==> src/lfsh_pkg.sv <==
// shared types, constants and tables for the leader follow speed and heading core
package lfsh_pkg;

   localparam int ANGLE_FRACTION_BITS = 12;
   localparam int CORDIC_STEPS        = 14;
   localparam int ZW  = 34;                       // q30 angle width
   localparam int CW  = 38;                       // cordic x/y width
   localparam int DVW = 27;                       // dividend width of the speed division
   localparam int AZ_SHIFT = 30 - ANGLE_FRACTION_BITS;

   localparam logic signed [ZW-1:0] Q30_PI       = 34'sd3373259426;
   localparam logic signed [ZW-1:0] Q30_NEG_PI   = -34'sd3373259426;
   localparam logic signed [ZW-1:0] Q30_HALF_PI  = 34'sd1686629713;
   localparam logic signed [ZW-1:0] Q30_NEG_HALF = -34'sd1686629713;
   localparam logic signed [ZW-1:0] Q30_TWO_PI   = 34'sd6746518852;
   localparam logic signed [ZW-1:0] ANGLE_MAX    = 34'sd16383;
   localparam logic signed [ZW-1:0] ANGLE_MIN    = -34'sd16383;
   localparam logic signed [ZW-1:0] ROUND_HALF   = ZW'(64'sd1 <<< (AZ_SHIFT - 1));
   localparam logic [29:0] CORDIC_GAIN_Q30 = 30'd652032874;

   typedef enum logic [2:0] {
      OP_BEGIN  = 3'd0,
      OP_OBJECT = 3'd1,
      OP_SURF   = 3'd2,
      OP_END    = 3'd3,
      OP_SPEED  = 3'd4
   } op_type;

   typedef enum logic [2:0] {
      CSR_LAT_LIMIT = 3'd0,
      CSR_LON_LIMIT = 3'd1,
      CSR_STEER_THR = 3'd2,
      CSR_TTC       = 3'd3,
      CSR_MAX_SPEED = 3'd4
   } csr_type;

   typedef enum logic {
      KIND_HEADING = 1'b0,
      KIND_SPEED   = 1'b1
   } kind_type;

   typedef enum logic [3:0] {
      ST_IDLE, ST_OBJ_PREP, ST_SURF_PREP, ST_CORDIC, ST_OBJ_CHECK, ST_OBJ_MUL, ST_DIV,
      ST_SPEED, ST_SURF_ROUND, ST_SURF_SEL, ST_MEAS_MUL, ST_MEAS_DIV, ST_MEAS_OUT, ST_EMIT
   } state_type;

   typedef struct packed {
      logic start;
      logic vectoring;
   } cordic_cmd_type;

   function automatic logic [29:0] atan_q30(input logic [3:0] idx);
      logic [29:0] v;
      case (idx)
         4'd0:  v = 30'd843314857;
         4'd1:  v = 30'd497837829;
         4'd2:  v = 30'd263043837;
         4'd3:  v = 30'd133525159;
         4'd4:  v = 30'd67021687;
         4'd5:  v = 30'd33543516;
         4'd6:  v = 30'd16775851;
         4'd7:  v = 30'd8388437;
         4'd8:  v = 30'd4194283;
         4'd9:  v = 30'd2097149;
         4'd10: v = 30'd1048576;
         4'd11: v = 30'd524288;
         4'd12: v = 30'd262144;
         4'd13: v = 30'd131072;
         4'd14: v = 30'd65536;
         4'd15: v = 30'd32768;
         default: v = 30'd0;
      endcase
      return v;
   endfunction

endpackage

==> src/leader_follow_speed_and_heading_core.sv <==
// leader follow speed and heading core: top level with sequencer and state
// one request at a time; req_stall is high from acceptance until the sequencer is idle again
// object request: the sequencer waits on the cordic and, for a positive longitudinal distance, on the divider
// object beyond a limit: ends after the limit check; surface request: vectoring, rounding and selection
// begin: handled while idle; end: goes straight to emit; a result held by rsp_stall keeps the sequencer waiting
// synchronous active-high reset clears the persistent flags, headings, desired speed and loads csr defaults
module leader_follow_speed_and_heading_core (
   input  logic               clock,
   input  logic               reset,
   input  logic               req_valid,
   output logic               req_stall,
   input  logic [2:0]         req_operation,
   input  logic               req_expired,
   input  logic               req_is_leader,
   input  logic signed [14:0] req_object_azimuth,
   input  logic [15:0]        req_object_distance_cm,
   input  logic               req_four_edges,
   input  logic signed [15:0] req_left_x_cm,
   input  logic signed [15:0] req_left_y_cm,
   input  logic signed [15:0] req_right_x_cm,
   input  logic signed [15:0] req_right_y_cm,
   input  logic [15:0]        req_speed_kph_q8,
   output logic               rsp_valid,
   input  logic               rsp_stall,
   output logic               rsp_command_kind,
   output logic signed [14:0] rsp_heading,
   output logic [15:0]        rsp_desired_speed_cms,
   output logic [12:0]        rsp_measured_speed_cms,
   input  logic               csr_write,
   input  logic [2:0]         csr_index,
   input  logic [15:0]        csr_data
);
   import lfsh_pkg::*;

   state_type state_ff, state_in;

   // configuration
   logic [15:0] lat_limit_ff, lon_limit_ff, ttc_ff, max_speed_ff;
   logic [13:0] steer_thr_ff;

   // persistent state
   logic leader_ff, ignored_ff, stopped_ff, best_valid_ff;
   logic signed [14:0] prev_ff, best_ff;
   logic [15:0] desired_ff;

   // working registers
   logic signed [14:0] az_ff, angle_ff;
   logic [15:0] dist_ff, spd_ff;
   logic signed [ZW-1:0] zw_ff, base_ff;
   logic signed [16:0] sum_x_ff, sum_y_ff;
   logic signed [CW-1:0] lon_ff;
   logic flip_ff, surf_mode_ff, q_zero_ff;
   logic [23:0] mp_ff;
   logic [31:0] mr_ff;

   // pending result and output register
   logic pend_kind_ff;
   logic signed [14:0] pend_heading_ff;
   logic [15:0] pend_desired_ff;
   logic [12:0] pend_meas_ff;
   logic rsp_valid_ff, rsp_kind_ff;
   logic signed [14:0] rsp_heading_ff;
   logic [15:0] rsp_desired_ff;
   logic [12:0] rsp_meas_ff;

   logic req_acc, obj_go, surf_go, end_go, rsp_free, surf_zero, steer_go, lon_pos, over;
   logic signed [ZW-1:0] z_raw, z_wrap, z_fold, z_tot, z_rnd;
   logic signed [CW-1:0] cx_init, cy_init, cx, cy, lon, lat, lon_abs, lat_abs;
   logic signed [ZW-1:0] cz_init, cz;
   logic signed [17:0] x_abs, y_adj;
   logic [45:0] gain_prod;
   logic [42:0] speed_prod;
   logic [DVW-1:0] quot;
   logic [DVW-1:0] sp;
   logic [15:0] ttc_eff;
   logic [14:0] az_abs;
   logic signed [16:0] d_new, d_best;
   logic [16:0] d_new_abs, d_best_abs;
   logic cordic_done, div_done, div_start;
   cordic_cmd_type cordic_cmd;

   assign req_acc  = req_valid && !req_stall;
   assign rsp_free = !rsp_valid_ff || !rsp_stall;
   assign obj_go   = !ignored_ff && !stopped_ff && req_is_leader;
   assign surf_go  = !ignored_ff && req_four_edges;
   assign end_go   = !ignored_ff && !leader_ff && best_valid_ff;

   // datapath helpers
   always_comb begin
      z_raw  = ZW'(req_object_azimuth) <<< AZ_SHIFT;
      if (z_raw > Q30_PI)
         z_wrap = z_raw - Q30_TWO_PI;
      else if (z_raw < Q30_NEG_PI)
         z_wrap = z_raw + Q30_TWO_PI;
      else
         z_wrap = z_raw;
      if (zw_ff > Q30_HALF_PI)
         z_fold = zw_ff - Q30_PI;
      else if (zw_ff < Q30_NEG_HALF)
         z_fold = zw_ff + Q30_PI;
      else
         z_fold = zw_ff;
      gain_prod = 46'(dist_ff) * 46'(CORDIC_GAIN_Q30);
      surf_zero = (sum_x_ff == '0) && (sum_y_ff == '0);
      // left half-plane midpoints are turned by half a turn before vectoring
      x_abs = sum_x_ff[16] ? -18'(sum_x_ff) : 18'(sum_x_ff);
      y_adj = sum_x_ff[16] ? -18'(sum_y_ff) : 18'(sum_y_ff);
      if (surf_mode_ff) begin
         cx_init = CW'(x_abs) <<< 16;
         cy_init = CW'(y_adj) <<< 16;
         cz_init = '0;
      end else begin
         cx_init = signed'(CW'(gain_prod[45:14]));
         cy_init = '0;
         cz_init = z_fold;
      end
      lon     = flip_ff ? -cx : cx;
      lat     = flip_ff ? -cy : cy;
      lon_abs = lon[CW-1] ? -lon : lon;
      lat_abs = lat[CW-1] ? -lat : lat;
      over    = (lon_abs > signed'(CW'({lon_limit_ff, 16'b0}))) ||
                (lat_abs > signed'(CW'({lat_limit_ff, 16'b0})));
      lon_pos    = !lon_ff[CW-1] && (lon_ff != '0);
      speed_prod = 43'(lon_ff[32:0]) * 43'(10'd1000);
      ttc_eff    = (ttc_ff == '0) ? 16'd1 : ttc_ff;
      sp         = q_zero_ff ? '0 : quot;
      az_abs     = az_ff[14] ? 15'(-az_ff) : 15'(az_ff);
      steer_go   = az_abs < {1'b0, steer_thr_ff};
      z_tot      = cz + base_ff;
      z_rnd      = (z_tot + ROUND_HALF) >>> AZ_SHIFT;
      d_new      = 17'(prev_ff) - 17'(angle_ff);
      d_best     = 17'(prev_ff) - 17'(best_ff);
      d_new_abs  = d_new[16] ? 17'(-d_new) : 17'(d_new);
      d_best_abs = d_best[16] ? 17'(-d_best) : 17'(d_best);
   end

   // next state
   always_comb begin
      state_in = state_ff;
      case (state_ff)
         ST_IDLE: begin
            if (req_acc) begin
               case (req_operation)
                  OP_OBJECT: state_in = obj_go ? ST_OBJ_PREP : ST_IDLE;
                  OP_SURF:   state_in = surf_go ? ST_SURF_PREP : ST_IDLE;
                  OP_END:    state_in = end_go ? ST_EMIT : ST_IDLE;
                  OP_SPEED:  state_in = ST_MEAS_MUL;
                  default:   state_in = ST_IDLE;
               endcase
            end
         end
         ST_OBJ_PREP:   state_in = ST_CORDIC;
         ST_SURF_PREP:  state_in = surf_zero ? ST_SURF_SEL : ST_CORDIC;
         ST_CORDIC: begin
            if (cordic_done)
               state_in = surf_mode_ff ? ST_SURF_ROUND : ST_OBJ_CHECK;
         end
         ST_OBJ_CHECK:  state_in = over ? ST_IDLE : ST_OBJ_MUL;
         ST_OBJ_MUL:    state_in = lon_pos ? ST_DIV : ST_SPEED;
         ST_DIV: begin
            if (div_done)
               state_in = ST_SPEED;
         end
         ST_SPEED:      state_in = steer_go ? ST_EMIT : ST_IDLE;
         ST_SURF_ROUND: state_in = ST_SURF_SEL;
         ST_SURF_SEL:   state_in = ST_IDLE;
         ST_MEAS_MUL:   state_in = ST_MEAS_DIV;
         ST_MEAS_DIV:   state_in = ST_MEAS_OUT;
         ST_MEAS_OUT:   state_in = ST_EMIT;
         ST_EMIT: begin
            if (rsp_free)
               state_in = ST_IDLE;
         end
         default:       state_in = ST_IDLE;
      endcase
   end

   // control outputs
   always_comb begin
      req_stall            = state_ff != ST_IDLE;
      cordic_cmd.start     = (state_ff == ST_OBJ_PREP) ||
                             ((state_ff == ST_SURF_PREP) && !surf_zero);
      cordic_cmd.vectoring = state_ff == ST_SURF_PREP;
      div_start            = (state_ff == ST_OBJ_MUL) && lon_pos;
   end

   lfsh_cordic u_cordic (
      .clock  (clock),
      .reset  (reset),
      .cmd    (cordic_cmd),
      .x_init (cx_init),
      .y_init (cy_init),
      .z_init (cz_init),
      .x_out  (cx),
      .y_out  (cy),
      .z_out  (cz),
      .done   (cordic_done)
   );

   lfsh_div u_div (
      .clock    (clock),
      .reset    (reset),
      .start    (div_start),
      .dividend (speed_prod[42:16]),
      .divisor  (ttc_eff),
      .quotient (quot),
      .done     (div_done)
   );

   // control state, configuration and persistent flags
   always_ff @(posedge clock) begin
      if (reset) begin
         state_ff      <= ST_IDLE;
         lat_limit_ff  <= 16'd30000;
         lon_limit_ff  <= 16'd5000;
         steer_thr_ff  <= 14'd410;
         ttc_ff        <= 16'd10000;
         max_speed_ff  <= 16'd0;
         leader_ff     <= 1'b0;
         ignored_ff    <= 1'b0;
         stopped_ff    <= 1'b0;
         best_valid_ff <= 1'b0;
         prev_ff       <= '0;
         best_ff       <= '0;
         desired_ff    <= '0;
         rsp_valid_ff  <= 1'b0;
      end else begin
         state_ff <= state_in;
         if (csr_write) begin
            case (csr_index)
               CSR_LAT_LIMIT: lat_limit_ff <= csr_data;
               CSR_LON_LIMIT: lon_limit_ff <= csr_data;
               CSR_STEER_THR: steer_thr_ff <= csr_data[13:0];
               CSR_TTC:       ttc_ff       <= csr_data;
               CSR_MAX_SPEED: max_speed_ff <= csr_data;
               default: ;
            endcase
         end
         if (state_ff == ST_IDLE && req_acc) begin
            case (req_operation)
               OP_BEGIN: begin
                  leader_ff     <= 1'b0;
                  ignored_ff    <= req_expired;
                  stopped_ff    <= 1'b0;
                  best_valid_ff <= 1'b0;
               end
               OP_END: begin
                  if (end_go)
                     prev_ff <= best_ff;
               end
               default: ;
            endcase
         end
         if (state_ff == ST_OBJ_CHECK && over)
            stopped_ff <= 1'b1;
         if (state_ff == ST_SPEED) begin
            desired_ff <= (sp > DVW'(max_speed_ff)) ? max_speed_ff : sp[15:0];
            if (steer_go) begin
               leader_ff <= 1'b1;
               prev_ff   <= az_ff;
            end
         end
         if (state_ff == ST_SURF_SEL &&
             (!best_valid_ff || d_new_abs < d_best_abs)) begin
            best_ff       <= angle_ff;
            best_valid_ff <= 1'b1;
         end
         if (state_ff == ST_EMIT && rsp_free)
            rsp_valid_ff <= 1'b1;
         else if (!rsp_stall)
            rsp_valid_ff <= 1'b0;
      end
   end

   // working and payload registers
   always_ff @(posedge clock) begin
      if (state_ff == ST_IDLE && req_acc) begin
         az_ff    <= req_object_azimuth;
         dist_ff  <= req_object_distance_cm;
         zw_ff    <= z_wrap;
         sum_x_ff <= 17'(req_left_x_cm) + 17'(req_right_x_cm);
         sum_y_ff <= 17'(req_left_y_cm) + 17'(req_right_y_cm);
         spd_ff   <= req_speed_kph_q8;
         // the cordic start values depend on the mode, so it is known before the prep state
         surf_mode_ff    <= req_operation == OP_SURF;
         pend_kind_ff    <= KIND_HEADING;
         pend_heading_ff <= best_ff;
         pend_desired_ff <= '0;
         pend_meas_ff    <= '0;
      end
      case (state_ff)
         ST_OBJ_PREP: begin
            flip_ff      <= (zw_ff > Q30_HALF_PI) || (zw_ff < Q30_NEG_HALF);
         end
         ST_SURF_PREP: begin
            flip_ff      <= 1'b0;
            angle_ff     <= '0;
            if (!sum_x_ff[16])
               base_ff <= '0;
            else
               base_ff <= sum_y_ff[16] ? Q30_NEG_PI : Q30_PI;
         end
         ST_OBJ_CHECK: lon_ff <= lon;
         ST_OBJ_MUL:   q_zero_ff <= !lon_pos;
         ST_SPEED: begin
            pend_kind_ff    <= KIND_HEADING;
            pend_heading_ff <= az_ff;
            pend_desired_ff <= '0;
            pend_meas_ff    <= '0;
         end
         ST_SURF_ROUND: begin
            if (z_rnd > ANGLE_MAX)
               angle_ff <= 15'(ANGLE_MAX);
            else if (z_rnd < ANGLE_MIN)
               angle_ff <= 15'(ANGLE_MIN);
            else
               angle_ff <= 15'(z_rnd);
         end
         // speed / 3.6 as (v*125 + 576) / 1152, the divide by 9 by reciprocal
         ST_MEAS_MUL: mp_ff <= 24'(spd_ff) * 24'd125 + 24'd576;
         ST_MEAS_DIV: mr_ff <= 32'(mp_ff[23:7]) * 32'd58255;
         ST_MEAS_OUT: begin
            pend_kind_ff    <= KIND_SPEED;
            pend_heading_ff <= '0;
            pend_desired_ff <= desired_ff;
            pend_meas_ff    <= mr_ff[31:19];
         end
         default: ;
      endcase
      if (state_ff == ST_EMIT && rsp_free) begin
         rsp_kind_ff    <= pend_kind_ff;
         rsp_heading_ff <= pend_heading_ff;
         rsp_desired_ff <= pend_desired_ff;
         rsp_meas_ff    <= pend_meas_ff;
      end
   end

   assign rsp_valid              = rsp_valid_ff;
   assign rsp_command_kind       = rsp_kind_ff;
   assign rsp_heading            = rsp_heading_ff;
   assign rsp_desired_speed_cms  = rsp_desired_ff;
   assign rsp_measured_speed_cms = rsp_meas_ff;

`ifndef SYNTHESIS
   a_cordic_done_in_wait: assert property (@(posedge clock) disable iff (reset)
      cordic_done |-> state_ff == ST_CORDIC) else $error("cordic finished outside its wait");
   a_div_done_in_wait: assert property (@(posedge clock) disable iff (reset)
      div_done |-> state_ff == ST_DIV) else $error("divider finished outside its wait");
   a_speed_capped: assert property (@(posedge clock) disable iff (reset)
      state_ff == ST_SPEED |=> desired_ff <= max_speed_ff)
      else $error("desired speed above cap");
   a_emit_holds: assert property (@(posedge clock) disable iff (reset)
      (state_ff == ST_EMIT && rsp_valid_ff && rsp_stall) |=> state_ff == ST_EMIT)
      else $error("pending result dropped while output busy");
   a_heading_range: assert property (@(posedge clock) disable iff (reset)
      rsp_valid_ff |-> rsp_heading_ff != 15'sh4000) else $error("heading out of range");
`endif

endmodule

==> src/lfsh_cordic.sv <==
// shared cordic unit, one micro-rotation per cycle, rotation or vectoring mode
module lfsh_cordic (
   input  logic                            clock,
   input  logic                            reset,
   input  lfsh_pkg::cordic_cmd_type        cmd,
   input  logic signed [lfsh_pkg::CW-1:0]  x_init,
   input  logic signed [lfsh_pkg::CW-1:0]  y_init,
   input  logic signed [lfsh_pkg::ZW-1:0]  z_init,
   output logic signed [lfsh_pkg::CW-1:0]  x_out,
   output logic signed [lfsh_pkg::CW-1:0]  y_out,
   output logic signed [lfsh_pkg::ZW-1:0]  z_out,
   output logic                            done
);
   import lfsh_pkg::*;

   localparam logic [3:0] LAST_STEP = 4'(CORDIC_STEPS - 1);

   logic signed [CW-1:0] x_ff, y_ff, xs, ys, x_in, y_in;
   logic signed [ZW-1:0] z_ff, z_in, at;
   logic [3:0] cnt_ff;
   logic busy_ff, vec_ff, done_ff, dir;

   always_comb begin
      xs  = x_ff >>> cnt_ff;
      ys  = y_ff >>> cnt_ff;
      at  = signed'(ZW'(atan_q30(cnt_ff)));
      // rotate towards zero angle, or towards zero y when vectoring
      dir = vec_ff ? y_ff[CW-1] : !z_ff[ZW-1];
      x_in = dir ? x_ff - ys : x_ff + ys;
      y_in = dir ? y_ff + xs : y_ff - xs;
      z_in = dir ? z_ff - at : z_ff + at;
   end

   always_ff @(posedge clock) begin
      if (reset) begin
         busy_ff <= 1'b0;
         done_ff <= 1'b0;
         cnt_ff  <= '0;
      end else begin
         done_ff <= 1'b0;
         if (cmd.start) begin
            busy_ff <= 1'b1;
            cnt_ff  <= '0;
         end else if (busy_ff) begin
            cnt_ff <= cnt_ff + 4'd1;
            if (cnt_ff == LAST_STEP) begin
               busy_ff <= 1'b0;
               done_ff <= 1'b1;
            end
         end
      end
   end

   always_ff @(posedge clock) begin
      if (cmd.start) begin
         x_ff   <= x_init;
         y_ff   <= y_init;
         z_ff   <= z_init;
         vec_ff <= cmd.vectoring;
      end else if (busy_ff) begin
         x_ff <= x_in;
         y_ff <= y_in;
         z_ff <= z_in;
      end
   end

   assign x_out = x_ff;
   assign y_out = y_ff;
   assign z_out = z_ff;
   assign done  = done_ff;

endmodule

==> src/lfsh_div.sv <==
// restoring divider, one quotient bit per cycle
module lfsh_div (
   input  logic                         clock,
   input  logic                         reset,
   input  logic                         start,
   input  logic [lfsh_pkg::DVW-1:0]     dividend,
   input  logic [15:0]                  divisor,
   output logic [lfsh_pkg::DVW-1:0]     quotient,
   output logic                         done
);
   import lfsh_pkg::*;

   localparam logic [4:0] LAST_STEP = 5'(DVW - 1);

   logic [DVW-1:0] q_ff;
   logic [15:0] rem_ff, div_ff, rem_in;
   logic [16:0] trial;
   logic [4:0] cnt_ff;
   logic busy_ff, done_ff, bit_in;

   always_comb begin
      trial  = {rem_ff, q_ff[DVW-1]};
      bit_in = trial >= {1'b0, div_ff};
      rem_in = bit_in ? 16'(trial - {1'b0, div_ff}) : trial[15:0];
   end

   always_ff @(posedge clock) begin
      if (reset) begin
         busy_ff <= 1'b0;
         done_ff <= 1'b0;
         cnt_ff  <= '0;
      end else begin
         done_ff <= 1'b0;
         if (start) begin
            busy_ff <= 1'b1;
            cnt_ff  <= '0;
         end else if (busy_ff) begin
            cnt_ff <= cnt_ff + 5'd1;
            if (cnt_ff == LAST_STEP) begin
               busy_ff <= 1'b0;
               done_ff <= 1'b1;
            end
         end
      end
   end

   // dividend bits shift out of the top while quotient bits enter at the bottom
   always_ff @(posedge clock) begin
      if (start) begin
         q_ff   <= dividend;
         rem_ff <= '0;
         div_ff <= divisor;
      end else if (busy_ff) begin
         q_ff   <= {q_ff[DVW-2:0], bit_in};
         rem_ff <= rem_in;
      end
   end

   assign quotient = q_ff;
   assign done     = done_ff;

endmodule
==> config.mk <==
export PLATFORM = sky130hd
export DESIGN_NAME = leader_follow_speed_and_heading_core
export DESIGN_NICKNAME = d
export VERILOG_FILES = /design/src/lfsh_pkg.sv /design/src/leader_follow_speed_and_heading_core.sv /design/src/lfsh_cordic.sv /design/src/lfsh_div.sv
export SDC_FILE = /design/constraint.sdc
export NUM_CORES = 2
export LEC_CHECK = 0
export ABC_AREA = 1
export BUFFER_PORTS_ARGS = -buffer_cell sky130_fd_sc_hd__buf_2
export CAP_MARGIN = 20
export CORE_MARGIN = 2
export CORE_UTILIZATION = 55
export DETAILED_ROUTE_END_ITERATION = 10
export HOLD_SLACK_MARGIN = 0.15
export PLACE_DENSITY = 0.79
export SLEW_MARGIN = 25
export SYNTH_ARGS = -nofsm -noshare
export SYNTH_HDL_FRONTEND = slang
export SYNTH_HIERARCHICAL = 1
export SYNTH_SLANG_ARGS = --single-unit
export TNS_END_PERCENT = 30
==> constraint.sdc <==
create_clock -name clock -period 14.9 [get_ports clock]
set_clock_uncertainty 0.1 [all_clocks]
set_input_delay 2.98 -clock clock [delete_from_list [all_inputs] [get_ports clock]]
set_output_delay 2.98 -clock clock [all_outputs]
set_load 0.1 [all_outputs]
Word-level counts from Yosys, hierarchy flattened
Memories as Yosys holds them, arrays and structs flattened. A register that Yosys moved wholly into a read port is not among the register bits.
Index checks and enable logic that the tools add are counted.
W data, S select, Z words.
{"block": "totals", "reg_bits": 667, "latch_bits": 0, "mem_bits_rw": 0, "romBits": 480, "wordCells": 270, "mem_count": 1}
{"name": "(no name shown)", "depth": 16, "word_bits": 30, "rd": 1, "rd_ports_with_merged_regs": 1, "wr": 0, "line": "lfsh_pkg.sv:54", "source": "case (idx)"}
{"block": "op_classes", "addsub": 29, "mul": 4, "n_div": 0, "n_lt_le_gt_ge": 12, "eq_ne": 28, "shifts": 2, "n_mux": 83, "bitwise_logic": 2, "n_reduce_logical": 60}
{"operator": "$mux W38", "count": 12}
{"operator": "$mux W34", "count": 9}
{"operator": "$neg A38 Y38", "count": 4}
{"operator": "$mux W15", "count": 9}
{"operator": "$mux W27", "count": 3}
{"operator": "$add A38 B38 Y38", "count": 2}
{"operator": "$gt A38 B33 Y1", "count": 2}
{"operator": "$sshr A38 B4 Y38", "count": 2}
{"operator": "$sub A38 B38 Y38", "count": 2}
{"operator": "$pmux W15 S2", "count": 2}
{"operator": "$pmux W4 S13", "count": 1}
{"operator": "$mux W16", "count": 3}
{"operator": "$mul A16 B29 Y45 const B", "count": 1}
{"operator": "$mul A33 B7 Y40 const B", "count": 1}
{"operator": "$mux W4", "count": 10}
{"operator": "$reduce_bool A38 Y1", "count": 1}
{"operator": "$mux W18", "count": 2}
{"operator": "$neg A17 Y18", "count": 2}
{"operator": "$add A16 B16 Y17", "count": 2}
{"operator": "$add A33 B34 Y34 const B", "count": 1}
{"operator": "$add A34 B19 Y34 const B", "count": 1}
{"operator": "$add A34 B31 Y34", "count": 1}
{"operator": "$add A34 B33 Y34 const B", "count": 1}
{"operator": "$add A34 B34 Y34", "count": 1}
{"operator": "56 further kinds", "count": 145}

Depth between registers and ports, before layout
{"block": "logic_depth", "depth_word": 9, "ltp_mapped": 35, "ltp_nobuf": 34}

Modules after synthesis
Netlist, hierarchy kept.
{"mod": "leader_follow_speed_and_heading_core", "instances": 1, "cells_each": 6047, "area_each_um2": 49424.9}
{"mod": "lfsh_cordic", "instances": 1, "cells_each": 3149, "area_each_um2": 19032.0}
{"mod": "lfsh_div", "instances": 1, "cells_each": 488, "area_each_um2": 3897.5}

Worst setup path after synthesis
No wires, ideal clock.
{"block": "synth_timing", "path_type": "input port to flip-flop", "from": "input port req_valid", "to": "register pend_desired_ff[0], enable pin", "setup_ns": 0.403, "t_arrival_ns": 8.709, "t_required_ns": 14.397, "slack_ns": 5.688, "path_stages": 4, "cell_sequence": "inv_1 > nor2_1 > inv_1 > nand2_1"}
{"block": "synth_between", "elab_chain_cells": 3}
{"item": "start, declared", "line": "leader_follow_speed_and_heading_core.sv:10", "source": "input logic req_valid,"}
{"item": "$logic_and A1 B1 Y1", "line": "leader_follow_speed_and_heading_core.sv:82", "source": "assign req_acc = req_valid && !req_stall;"}
{"item": "$logic_and A1 B1 Y1", "line": "leader_follow_speed_and_heading_core.sv:277", "source": "if (state_ff == ST_IDLE && req_acc) begin"}
{"item": "$reduce_bool A3 Y1 (no line)"}
{"item": "end signal, assigned", "line": "leader_follow_speed_and_heading_core.sv:325", "source": "pend_desired_ff <= desired_ff;"}
{"item": "end, declared", "line": "leader_follow_speed_and_heading_core.sv:59", "source": "logic [15:0] pend_desired_ff;"}
Every way passes these cells.
A chain may end at the register's enable or synchronous reset.

Worst setup path in the final report
{"block": "layout_timing", "from": "register dist_ff[7]", "to": "register u_cordic.x_ff[25], in the netlist u_cordic/x_out[25], data pin"}
{"block": "layout_between", "elab_chain_cells": 3}
{"item": "start, declared", "line": "leader_follow_speed_and_heading_core.sv:48", "source": "logic [15:0] dist_ff, spd_ff;"}
{"item": "start signal, assigned", "line": "leader_follow_speed_and_heading_core.sv:279", "source": "dist_ff <= req_object_distance_cm;"}
{"item": "$mul A16 B29 Y45", "line": "leader_follow_speed_and_heading_core.sv:103", "source": "gain_prod = 46'(dist_ff) * 46'(CORDIC_GAIN_Q30);"}
{"item": "$mux W38", "line": "leader_follow_speed_and_heading_core.sv:108", "source": "if (surf_mode_ff) begin"}
{"item": "named net cx_init[25]", "line": "leader_follow_speed_and_heading_core.sv:68", "source": "logic signed [CW-1:0] cx_init, cy_init, cx, cy, lon, lat, lon_abs, lat_abs;"}
{"item": "$mux W38", "line": "lfsh_cordic.sv:55", "source": "if (cmd.start) begin"}
{"item": "end signal, assigned", "line": "lfsh_cordic.sv:56", "source": "x_ff <= x_init;"}
{"item": "end signal, assigned", "line": "lfsh_cordic.sv:61", "source": "x_ff <= x_in;"}
{"item": "end, declared", "line": "lfsh_cordic.sv:18", "source": "logic signed [CW-1:0] x_ff, y_ff, xs, ys, x_in, y_in;"}
The timed path passes the listed nets, and every way through them passes these cells.

==> results_dict.tcl <==
set metrics [dict create \
    wl_per_cell_um 18.4 \
    syn_area_per_cell_um2 7.47 \
    clockBufferDepth 3 \
    crit_family "adder cells" \
    criticalPathCategory "reg -> reg" \
    cp.arrival_ns 6.98 \
    grt_pass1_wl_um 338000 \
    ff_latch_area_um2 16800 \
    worst_path_largest_cell_delay_ns 0.59 \
    ys.flop_type "edfxtp_1" \
    ys_seq_elements 623 \
    start_util_pct 55.2 \
    portBuffers 187 \
    instances_no_fill 11600 \
    final.setup.tns_ns 0 \
    setup_viol 0 \
    ys_seq_area_share_pct 23.2 \
    drtPass1Iterations 9 \
    clock_sinks 623 \
    hpwl_um 173000 \
    path_clk_slew_ns 0.06 \
    grt_pass1_vias 63200 \
    drc 0 \
    h-tree-depth 3 \
    grt_util_all_layers_pct 31.2 \
    endpoint_kind "register" \
    timing.final.hold_violations 0 \
    fp.coreArea_um2 131000 \
    rsz0062_at_grt "no" \
    grt_antenna_before_repair 3 \
    vias 66400 \
    critPathBufInv 4 \
    slowest_stage "fa_1" \
    cp_max_fo 7 \
    cts-resized-gates 0 \
    cp.required_ns 15.19 \
    drv_slew 0 \
    clock_latency_ns 0.71 \
    status "completed" \
    grt_start_max_net_pins 96 \
    vias_per_cell 5.73 \
    post_cts_buffers 0 \
    multiInputGateArea_um2 49000 \
    synth_edf_count 433 \
    drv_cap 0 \
    hold_path_class "reg -> reg" \
    ys_types 77 \
    drtAntennaViolNets 0 \
    cts_tree "yes" \
    clockRootBuffer "clkbuf_16" \
    dieHeight_um 367 \
    timing.fmax_mhz 150 \
    cts_hold_buf 0 \
    yosys_warnings 6 \
    cts_made_buffers 74 \
    finalWeightedCongestion 1.04 \
    die-area_um2 134000 \
    syn_inst 9684 \
    fin_crit_ns 6.69 \
    critical_path.cell_chain "ha_1, inv_1, fa_1, inv_1, fa_1, inv_1, fa_1, inv_1, fa_1, fa_1, ha_1, nand2_1, nor2_1, nand2_1, o211ai_1, nand2_1, o211ai_1, a21oi_1, o21ai_0, a21oi_1, o21ai_0, nand2_1, nand2_1, o21ai_0" \
    async_flop_share_pct 0 \
    pin_count 188 \
    fin_crit_sh_pct 44.9 \
    nFillCells 11800 \
    worst_slew_pin_slew_ns 1.03 \
    drive_gt1_share_pct 7.09 \
    finish.net_count 11100 \
    grt-ovfl-total 0 \
    finalWirelength_um 214000 \
    dp.cells 11400 \
    die_x_um 367 \
    std_cell_rows 133 \
    areaGrowthSynthToFinish_pct 7.08 \
    setup.worst_path.start_class "register" \
    netlist_area_um2 72400 \
    dr.first_iter.drc_count 7459 \
    slew_headroom_pct 31.2 \
]
[cells in the mapped netlist, types with 10 or more instances]
cell type | n | area share [%]
edfxtp_1 | 433 | 18
a31oi_1 | 90 | 0.78
xor2_1 | 242 | 2.9
nand2_2 | 84 | 0.73
buf_1 | 22 | 0.11
nor3_1 | 122 | 0.84
nor2_2 | 54 | 0.47
o21ai_0 | 508 | 3.5
o21a_1 | 32 | 0.33
nor2_4 | 19 | 0.30
o221ai_1 | 19 | 0.23
a21o_1 | 22 | 0.23
inv_1 | 1438 | 7.5
fa_1 | 440 | 12
ha_1 | 788 | 14
o22ai_1 | 24 | 0.21
o21ai_1 | 29 | 0.20
o21ai_2 | 10 | 0.12
nand2_1 | 2142 | 11
inv_2 | 34 | 0.18
o21bai_1 | 49 | 0.51
buf_6 | 16 | 0.25
o211ai_1 | 37 | 0.38
nand3_1 | 709 | 4.9
o31ai_1 | 24 | 0.25
xnor2_1 | 109 | 1.3
or2_2 | 63 | 0.54
dfxtp_1 | 190 | 5.3
clkbuf_1 | 146 | 0.76
nor4_1 | 32 | 0.28
nand3b_1 | 38 | 0.39
nor2_1 | 794 | 4.1
a21oi_1 | 629 | 4.4
nand4_1 | 91 | 0.79
buf_4 | 11 | 0.11
nand3_2 | 23 | 0.32
buf_2 | 41 | 0.28
[area by class of cell]
type	instances	share of cell area (%)
Antenna cell	4	0.0129
Clock buffer	93	2.71
Clock inverter	45	0.643
Inverter	1478	7.16
Multi-Input combinational cell	7368	63.3
Sequential cell	623	21.7
Tap cell	1755	2.83
Timing Repair Buffer	226	1.63
[logic make-up (layout without fill, tap and decap cells)]
kind of cell | Yosys count | count (layout) | share of synthesized area [%]
buffers and inverters | 1715 | 1842 | 9.22
other | 2 | 28 | 0.0104
flip-flops | 623 | 623 | 23.2
adder cells (fa/ha/maj) | 1228 | 1228 | 25.8
XOR/XNOR | 352 | 352 | 4.27
AND/OR/NAND/NOR | 4219 | 4219 | 25.5
AO/OA/AOI/OAI | 1545 | 1545 | 12.0
[worst register-to-register path: cells and delay by family (launching register included)]
kind / cells / cell delay [ns]
AOI/OAI and AO/OA: 7 / 1.18
and+or+nand+nor: 6 / 0.60
adders and majority gates: 7 / 3.58
buffers and inverters: 4 / 0.37
DFF: 1 / 0.56
[per-layer routing]
layer | vias up | routed length, um | track usage [%]
li1 | 32000 | - | -
met5 | - | 0 | 0
met2 | 2790 | 94500 | 49.5
met3 | 383 | 17700 | 4.57
met4 | 0 | 7450 | 10.6
met1 | 31300 | 93900 | 43.7
[sequential cells by signal, indices dropped and copies added (netlist names), 17 cells and up]
| register | count |
|---|---|
| lon_ff | 38 |
| zw_ff | 19 |
| sum_y_ff | 17 |
| u_cordic/z_out | 34 |
| u_div/quotient | 27 |
| u_cordic/x_out | 38 |
| u_cordic/y_out | 38 |
| u_cordic/at | 28 |
| mp_ff | 17 |
| sum_x_ff | 17 |
[final timing paths]
| kind | cells past startpoint | to | startpoint | slack, ns |
|---|---|---|---|---|
| setup / recovery | 24 | u_cordic/x_out[25]$_DFFE_PP_ | dist_ff[7]$_DFFE_PP_ | 8.21 |
| hold / removal | 0 | rsp_desired_speed_cms[2]$_DFFE_PP_ | pend_desired_ff[2]$_SDFFCE_PN0P_ | 0.32 |
| hold reg to reg | 0 | rsp_desired_speed_cms[2]$_DFFE_PP_ | pend_desired_ff[2]$_SDFFCE_PN0P_ | 0.32 |
| setup reg to reg | 24 | u_cordic/x_out[25]$_DFFE_PP_ | dist_ff[7]$_DFFE_PP_ | 8.21 |
[stage by stage]
| step | setup WS, ns | hold WS (ns) | util [%] | cell area, um^2 |
|---|---|---|---|---|
| CTS | 8.23 | 0.318 | 59.1 | 77400 |
| global placement | 8.28 | 0.300 | 57.1 | 74800 |
| global route | 7.75 | 0.325 | 59.2 | 77500 |
| floorplan | 5.69 | 0.300 | - | 72400 |
| detailed placement | 8.29 | 0.305 | 57.1 | 74800 |
| finish | 8.21 | 0.319 | 59.2 | 77500 |
[layout by cell type (no fill, tap or decap), types with 22 or more instances in the layout]
cell / netlist / final
nor2_4: 19 / 23
nand3_2: 23 / 25
edfxtp_1: 433 / 433
nand2_1: 2142 / 2140
o21a_1: 32 / 32
conb_1: 2 / 24
xor2_1: 242 / 242
nor2_1: 794 / 789
a31oi_1: 90 / 90
or2_2: 63 / 63
nand4_1: 91 / 91
o21ai_0: 508 / 508
a21oi_1: 629 / 629
xnor2_1: 109 / 109
nor4_1: 32 / 32
buf_4: 11 / 37
inv_1: 1438 / 1434
nor3_1: 122 / 121
dfxtp_1: 190 / 186
nand2_2: 84 / 85
o22ai_1: 24 / 24
nand3_1: 709 / 707
o21ai_1: 29 / 29
nand3b_1: 38 / 38
o211ai_1: 37 / 37
nor2_2: 54 / 55
fa_1: 440 / 440
o21bai_1: 49 / 49
a21o_1: 22 / 22
clkbuf_16: 0 / 80
inv_2: 34 / 39
ha_1: 788 / 788
o31ai_1: 24 / 24
buf_2: 41 / 187
Power is left out: the tool's default activity adds up to more than one toggle a clock period on the data nets, which glitch-free logic cannot reach.
